==> src/rtl/core/cnfsa_pkg.sv <==
// Package for the circular next-free slot allocator.
// Holds sizes, status codes, controller states and the command struct.
// Depends on nothing; every other file imports it.
`default_nettype none

package cnfsa_pkg;

    localparam int SLOTS  = 64;
    localparam int SLOT_W = $clog2(SLOTS);
    localparam int CNT_W  = $clog2(SLOTS + 1);

    localparam int PADDR_W = 3;
    localparam int PDATA_W = 32;

    localparam logic [CNT_W-1:0] SLOTS_IN_USE_RESET = CNT_W'(SLOTS);

    localparam logic [0:0] REG_SLOTS_IN_USE = 1'b0;

    localparam logic [1:0] STATUS_GRANTED = 2'd0;
    localparam logic [1:0] STATUS_FULL    = 2'd1;
    localparam logic [1:0] STATUS_RANGE   = 2'd2;

    typedef enum logic [0:0] {
        ST_IDLE,
        ST_FIND
    } state_t;

    typedef struct packed {
        logic capture;
        logic commit;
    } dp_cmd_t;

endpackage

`default_nettype wire

==> src/rtl/core/cnfsa_regs.sv <==
// Configuration register block with an APB-style slave port.
// Holds the slot count register; depends on cnfsa_pkg.
`default_nettype none

module cnfsa_regs
    import cnfsa_pkg::*;
(
    input  wire logic               clk,
    input  wire logic               rst_n,
    input  wire logic               psel,
    input  wire logic               penable,
    input  wire logic               pwrite,
    input  wire logic [PADDR_W-1:0] paddr,
    input  wire logic [PDATA_W-1:0] pwdata,
    output logic      [PDATA_W-1:0] prdata,
    output logic                    pready,
    output logic      [CNT_W-1:0]   slots_in_use
);

    logic [CNT_W-1:0] slots_in_use_reg;
    logic [CNT_W-1:0] slots_in_use_next;
    logic             reg_hit;

    assign pready  = 1'b1;
    assign reg_hit = (paddr[PADDR_W-1:2] == REG_SLOTS_IN_USE);

    always_comb
    begin
        slots_in_use_next = slots_in_use_reg;
        if (psel && penable && pwrite && pready && reg_hit)
        begin
            slots_in_use_next = pwdata[CNT_W-1:0];
        end
    end

    always_ff @(posedge clk or negedge rst_n)
    begin
        if (!rst_n)
        begin
            slots_in_use_reg <= SLOTS_IN_USE_RESET;
        end
        else
        begin
            slots_in_use_reg <= slots_in_use_next;
        end
    end

    always_comb
    begin
        prdata = '0;
        if (reg_hit)
        begin
            prdata = PDATA_W'(slots_in_use_reg);
        end
    end

    assign slots_in_use = slots_in_use_reg;

endmodule

`default_nettype wire

==> src/rtl/core/cnfsa_ctrl.sv <==
// Controller state machine: input handshake, search sequencing, output valid.
// Drives datapath commands; depends on cnfsa_pkg.
`default_nettype none

module cnfsa_ctrl
    import cnfsa_pkg::*;
(
    input  wire logic clk,
    input  wire logic rst_n,
    input  wire logic in_valid,
    output logic      in_ready,
    output logic      out_valid,
    input  wire logic out_ready,
    output dp_cmd_t   cmd
);

    state_t state_reg;
    state_t state_next;
    logic   out_valid_reg;
    logic   out_valid_next;
    logic   out_free;

    assign out_free = !out_valid_reg || out_ready;

    always_comb
    begin
        state_next = state_reg;
        case (state_reg)
            ST_IDLE:
            begin
                if (in_valid)
                begin
                    state_next = ST_FIND;
                end
            end
            ST_FIND:
            begin
                if (out_free)
                begin
                    state_next = ST_IDLE;
                end
            end
            default:
            begin
                state_next = ST_IDLE;
            end
        endcase
    end

    always_comb
    begin
        in_ready    = 1'b0;
        cmd.capture = 1'b0;
        cmd.commit  = 1'b0;
        case (state_reg)
            ST_IDLE:
            begin
                in_ready    = 1'b1;
                cmd.capture = in_valid;
            end
            ST_FIND:
            begin
                cmd.commit = out_free;
            end
            default:
            begin
                in_ready = 1'b0;
            end
        endcase
    end

    always_comb
    begin
        out_valid_next = out_valid_reg;
        if (cmd.commit)
        begin
            out_valid_next = 1'b1;
        end
        else if (out_ready)
        begin
            out_valid_next = 1'b0;
        end
    end

    always_ff @(posedge clk or negedge rst_n)
    begin
        if (!rst_n)
        begin
            state_reg     <= ST_IDLE;
            out_valid_reg <= 1'b0;
        end
        else
        begin
            state_reg     <= state_next;
            out_valid_reg <= out_valid_next;
        end
    end

    assign out_valid = out_valid_reg;

endmodule

`default_nettype wire

==> src/rtl/core/cnfsa_dp.sv <==
// Datapath: occupancy map, wrapped first-free search and result registers.
// Acts on controller commands; depends on cnfsa_pkg.
`default_nettype none

module cnfsa_dp
    import cnfsa_pkg::*;
(
    input  wire logic              clk,
    input  wire logic              rst_n,
    input  wire dp_cmd_t           cmd,
    input  wire logic [CNT_W-1:0]  slots_in_use,
    input  wire logic [SLOT_W-1:0] preferred_slot,
    output logic      [SLOT_W-1:0] granted_slot,
    output logic      [1:0]        status
);

    logic [SLOT_W-1:0] pref_reg;
    logic [SLOTS-1:0]  map_reg;
    logic [SLOTS-1:0]  map_next;
    logic [SLOT_W-1:0] grant_reg;
    logic [SLOT_W-1:0] grant_next;
    logic [1:0]        status_reg;
    logic [1:0]        status_next;

    logic [CNT_W-1:0]  active_cnt;
    logic [SLOTS-1:0]  active_mask;
    logic [SLOTS-1:0]  upper_mask;
    logic [SLOTS-1:0]  free_vec;
    logic [SLOTS-1:0]  upper_free;
    logic [SLOT_W-1:0] found_slot;
    logic              out_of_range;

    function automatic logic [SLOT_W-1:0] first_set(input logic [SLOTS-1:0] v);
        logic [SLOT_W-1:0] idx;
        idx = '0;
        for (int i = SLOTS - 1; i >= 0; i--)
        begin
            if (v[i])
            begin
                idx = SLOT_W'(i);
            end
        end
        return idx;
    endfunction

    assign active_cnt = (slots_in_use > CNT_W'(SLOTS)) ? CNT_W'(SLOTS) : slots_in_use;
    assign out_of_range = ({1'b0, pref_reg} >= active_cnt);

    always_comb
    begin
        for (int i = 0; i < SLOTS; i++)
        begin
            active_mask[i] = (CNT_W'(i) < active_cnt);
            upper_mask[i]  = (SLOT_W'(i) >= pref_reg);
        end
    end

    assign free_vec   = ~map_reg & active_mask;
    assign upper_free = free_vec & upper_mask;
    assign found_slot = (|upper_free) ? first_set(upper_free) : first_set(free_vec);

    always_comb
    begin
        map_next    = map_reg;
        grant_next  = grant_reg;
        status_next = status_reg;
        if (cmd.commit)
        begin
            if (out_of_range)
            begin
                grant_next  = '0;
                status_next = STATUS_RANGE;
            end
            else if (!(|free_vec))
            begin
                grant_next  = '0;
                status_next = STATUS_FULL;
            end
            else
            begin
                grant_next           = found_slot;
                status_next          = STATUS_GRANTED;
                map_next[found_slot] = 1'b1;
            end
        end
    end

    always_ff @(posedge clk or negedge rst_n)
    begin
        if (!rst_n)
        begin
            map_reg <= '0;
        end
        else
        begin
            map_reg <= map_next;
        end
    end

    always_ff @(posedge clk)
    begin
        if (cmd.capture)
        begin
            pref_reg <= preferred_slot;
        end
        grant_reg  <= grant_next;
        status_reg <= status_next;
    end

    assign granted_slot = grant_reg;
    assign status       = status_reg;

endmodule

`default_nettype wire

==> src/rtl/core/circular_next_free_slot_allocator.sv <==
// Circular next-free slot allocator, top level.
// A request is accepted in ST_IDLE, which captures the preferred slot. In ST_FIND the search
// and map update commit once the output register is free; only then is a new request taken.
// A finished result waits in the output register while the next request is accepted.
// Reset (rst_n, asynchronous): all slots free, slot count 64, no result pending.
// Depends on cnfsa_pkg, cnfsa_regs, cnfsa_ctrl and cnfsa_dp.
`default_nettype none

module circular_next_free_slot_allocator
    import cnfsa_pkg::*;
(
    input  wire logic               clk,
    input  wire logic               rst_n,
    input  wire logic               psel,
    input  wire logic               penable,
    input  wire logic               pwrite,
    input  wire logic [PADDR_W-1:0] paddr,
    input  wire logic [PDATA_W-1:0] pwdata,
    output logic      [PDATA_W-1:0] prdata,
    output logic                    pready,
    input  wire logic               in_valid,
    output logic                    in_ready,
    input  wire logic [5:0]         preferred_slot,
    output logic                    out_valid,
    input  wire logic               out_ready,
    output logic      [5:0]         granted_slot,
    output logic      [1:0]         status
);

    logic [CNT_W-1:0] slots_in_use;
    dp_cmd_t          cmd;

    cnfsa_regs u_regs (
        .clk          (clk),
        .rst_n        (rst_n),
        .psel         (psel),
        .penable      (penable),
        .pwrite       (pwrite),
        .paddr        (paddr),
        .pwdata       (pwdata),
        .prdata       (prdata),
        .pready       (pready),
        .slots_in_use (slots_in_use)
    );

    cnfsa_ctrl u_ctrl (
        .clk       (clk),
        .rst_n     (rst_n),
        .in_valid  (in_valid),
        .in_ready  (in_ready),
        .out_valid (out_valid),
        .out_ready (out_ready),
        .cmd       (cmd)
    );

    cnfsa_dp u_dp (
        .clk            (clk),
        .rst_n          (rst_n),
        .cmd            (cmd),
        .slots_in_use   (slots_in_use),
        .preferred_slot (preferred_slot),
        .granted_slot   (granted_slot),
        .status         (status)
    );

endmodule

`default_nettype wire
==> config.mk <==
export PLATFORM = sky130hd
export DESIGN_NAME = circular_next_free_slot_allocator
export DESIGN_NICKNAME = d
export VERILOG_FILES = /design/src/rtl/core/cnfsa_pkg.sv /design/src/rtl/core/cnfsa_regs.sv /design/src/rtl/core/cnfsa_ctrl.sv /design/src/rtl/core/cnfsa_dp.sv /design/src/rtl/core/circular_next_free_slot_allocator.sv
export SDC_FILE = /design/constraint.sdc
export NUM_CORES = 1
export LEC_CHECK = 0
export BUFFER_PORTS_ARGS = -buffer_cell sky130_fd_sc_hd__buf_2
export CORE_ASPECT_RATIO = 0.7
export CORE_MARGIN = 1
export CORE_UTILIZATION = 45
export CTS_CLUSTER_DIAMETER = 60
export CTS_CLUSTER_SIZE = 10
export DETAILED_ROUTE_END_ITERATION = 10
export HOLD_SLACK_MARGIN = 0.06
export MAX_ROUTING_LAYER = met4
export PLACE_DENSITY = 0.64
export SETUP_SLACK_MARGIN = 0.05
export SYNTH_ARGS = -nofsm -noshare
export SYNTH_HDL_FRONTEND = slang
export SYNTH_SLANG_ARGS = --single-unit
==> constraint.sdc <==
create_clock -name clk -period 5.1 [get_ports clk]
set_input_delay 0.51 -clock clk [delete_from_list [all_inputs] [get_ports clk]]
set_output_delay 0.51 -clock clk [all_outputs]
set_load 0.1 [all_outputs]
==> run metrics <==
worst-case reg-to-reg path depth=12; setup repair after global routing missed its margin=no; class of the tightest hold or removal check=in2async; Post-route DRC=0; flip-flop count of the largest register, all copies and words added=64; TritonCTS clock tree=done; met1 track demand over resource=0.559; IO Count=91; number of instances resized during post-cts repair=0; number of rows created at floorplan=39; share of flip-flops with an asynchronous set or reset after synthesis=0.839; placeable core region=16600 um^2; portion of the clock cycle consumed by the worst path in the final layout=0.921; number of instances in the synthesized netlist=928; cell at the root of the clock tree=sky130_fd_sc_hd__clkbuf_16; leakage power figure=3.75 nW; VDD IR max=0.488 mV; number of antenna violations at the first check in global routing=0; number of port buffers=37; crit path setup slack, layout=0.404 ns; Most common cell on crit path=sky130_fd_sc_hd__buf_4; list of cells traversed by the critical path=buf_4 -> nand2b_1 -> o21ai_0 -> nand4_1 -> nand2_1 -> nor4_4 -> nand4_2 -> buf_4 -> a211oi_2 -> o21ai_1 -> or3b_1 -> o21bai_1; pwr dens=606 nW/um^2; # clock sinks=87; clock period minus worst slack=4.70 ns; top achievable clock speed=213 MHz; highest-count cells in the layout ignoring fill and taps=sky130_fd_sc_hd__buf_4 (77), sky130_fd_sc_hd__dfrtp_1 (72), sky130_fd_sc_hd__a21oi_1 (66); dpl hpwl=25.9 mm; slowest cell on the critical path=sky130_fd_sc_hd__dfstp_2; starting utilization of the core area=0.470; ys flop type=sky130_fd_sc_hd__dfrtp_1; largest net degree at the start of global routing=74; actual transition at the worst max-transition pin=0.920 ns; kind of end point of the critical path=flip-flop; die height=112 um; met2 Use GR=0.446; total count of max-transition violations in the final report=0; origin of the critical flop-to-flop path=u_regs.slots_in_use[6]; total wire length=32.0 mm; cell area after synthesis=7820 um^2; first-pass iteration count of the detailed router=6; die outline area=17900 um^2; run status=finished clean; via/cell ratio=6.80; Critical R2R Capture=u_dp.map_reg[58]; peak fanout along the critical path=23; per-instance average area after synthesis=8.43 um^2; total routing resource utilization after global routing=0.372; remaining number of nets flagged by the antenna check after routing=0; headroom to the max-slew limit=0.383; most common library cell in the layout ignoring fill and taps=sky130_fd_sc_hd__buf_4; die boundary width=160 um; clk slew on worst S/H paths=0.07 ns; post-route setup TNS=0 ns; arrival time of data at the critical path endpoint=4.96 ns; final count of hold timing violations=0; share of layout cells above drive strength 1=0.202; count of nets after finishing=1050; total of warnings raised by yosys=0; 1st-iter DRT viols=1204; cts bufs inserted=9; number of global-route vias before repair=7480; insertion delay to the later sink of the worst-skew pair=0.35 ns; CP Launch Point=u_regs.slots_in_use[6]; overflow left after global routing=0; slack of the worst reg-to-reg path=0.40 ns; total via count in the routed design=8341; worst slack after detailed placement=0.550 ns; wire length per cell=26.0 um; clock skew after layout=0.0110 ns; number of enable-type register cells in the synthesized netlist=14; Top Usage Layer GRT=met1; crit-path max cell delay=0.91 ns; count of antenna diodes in the layout=0; final setup vio count=0; critical path type=reg2reg; weighted congestion reported at the end of routability-driven placement=1.09; share of the yosys chip area belonging to registers=0.287; Layout Area Growth over Synthesis=11.8%; Critical Path Source Type=flip-flop; worst hold slack after final layout=0.285 ns; maximum root-to-sink buffer count=2; post-CTS setup-driven buffer insertion count=0; required arrival time at the worst endpoint=5.36 ns; maxcap violations=0; Filler cells=1600; H-tree levels=3; first-pass GRT wire length=48.0 mm; GR met3 Demand/Resource=0.150; Yosys reg bits=87; post-synthesis cell type count=100; hold buffers post-CTS=0
-- how the worst max path moves through the flow --
stage                       end  slack (ns)  cells past startpoint
6_report       u_dp.map_reg[58]        0.40                     12
5_1_grt        u_dp.map_reg[58]        0.22                     12
4_1_cts        u_dp.map_reg[58]        0.55                     12
3_5_place_dp   u_dp.map_reg[58]        0.55                     12
3_3_place_gp   u_dp.map_reg[58]        0.56                     12
2_1_floorplan  u_dp.map_reg[42]        1.33                     17
-- synth_stat cells (all sizes together) (9+ instances only) --
| master | n | share of area |
|---|---|---|
| dfrtp | 72 | 0.23 |
| clkbuf | 10 | 0.0048 |
| and3 | 10 | 0.0080 |
| nor4 | 10 | 0.016 |
| a21oi | 70 | 0.047 |
| buf | 70 | 0.062 |
| a31oi | 12 | 0.0096 |
| nor2 | 65 | 0.032 |
| o21bai | 32 | 0.031 |
| inv | 27 | 0.013 |
| a2111oi | 12 | 0.019 |
| o211ai | 14 | 0.013 |
| a221oi | 10 | 0.012 |
| edfxtp | 14 | 0.054 |
| a21o | 51 | 0.049 |
| nand3 | 23 | 0.015 |
| nand2 | 58 | 0.028 |
| nor3 | 35 | 0.027 |
| nand4 | 9 | 0.0080 |
| o21a | 12 | 0.012 |
| nor3b | 9 | 0.012 |
| a211oi | 28 | 0.030 |
| o21ai | 70 | 0.045 |
| nand3b | 13 | 0.012 |
| and2 | 14 | 0.011 |
| or2 | 17 | 0.014 |
| nor2b | 14 | 0.011 |
| or3 | 11 | 0.0088 |
-- power breakdown --
part           internal (mW)  switching (mW)
combinational           1.07            2.33
clock                  0.381           0.291
sequential             0.911           0.321
-- kinds of logic after synthesis --
group,share of synthesized area
other cells,0.000960
simple gates,0.237
buf+inv,0.0795
flops,0.287
compound gates,0.376
mux,0.0101
fa+ha+maj,0.00928
-- metrics by stage --
step	instances	power [mW]	area [um^2]	util
floorplan	952	3.36	7910	-
global placement	1211	4.49	8450	0.508
detailed placement	1211	4.48	8450	0.508
CTS	1227	5.16	8750	0.526
global route	1227	5.52	8750	0.526
finish	1227	5.31	8750	0.526
-- worst max-delay path, delay by kind of cell, from the launching register on --
kind,cells,cell delay [ns]
compound gates,4,1.10
buf+inv,2,0.49
flops,1,0.91
simple gates,6,2.10
-- cell type report --
| class | instances | area, um^2 | area share |
|---|---|---|---|
| Clock inverter | 7 | 70.1 | 0.00801 |
| Sequential cell | 87 | 2250 | 0.257 |
| Tap cell | 225 | 282 | 0.0322 |
| Inverter | 27 | 101 | 0.0116 |
| Multi-Input combinational cell | 758 | 5040 | 0.576 |
| Timing Repair Buffer | 114 | 778 | 0.0890 |
| Clock buffer | 9 | 225 | 0.0257 |
-- per-layer routing --
layer / share of wire / up-vias / wire, um
li1: - / 3684 / -
met2: 0.36 / 635 / 11400
met5: 0 / - / 0
met4: 0.019 / 0 / 616
met1: 0.46 / 3973 / 14600
met3: 0.17 / 49 / 5280
Note: power is estimated with default switching activity, not from simulation.
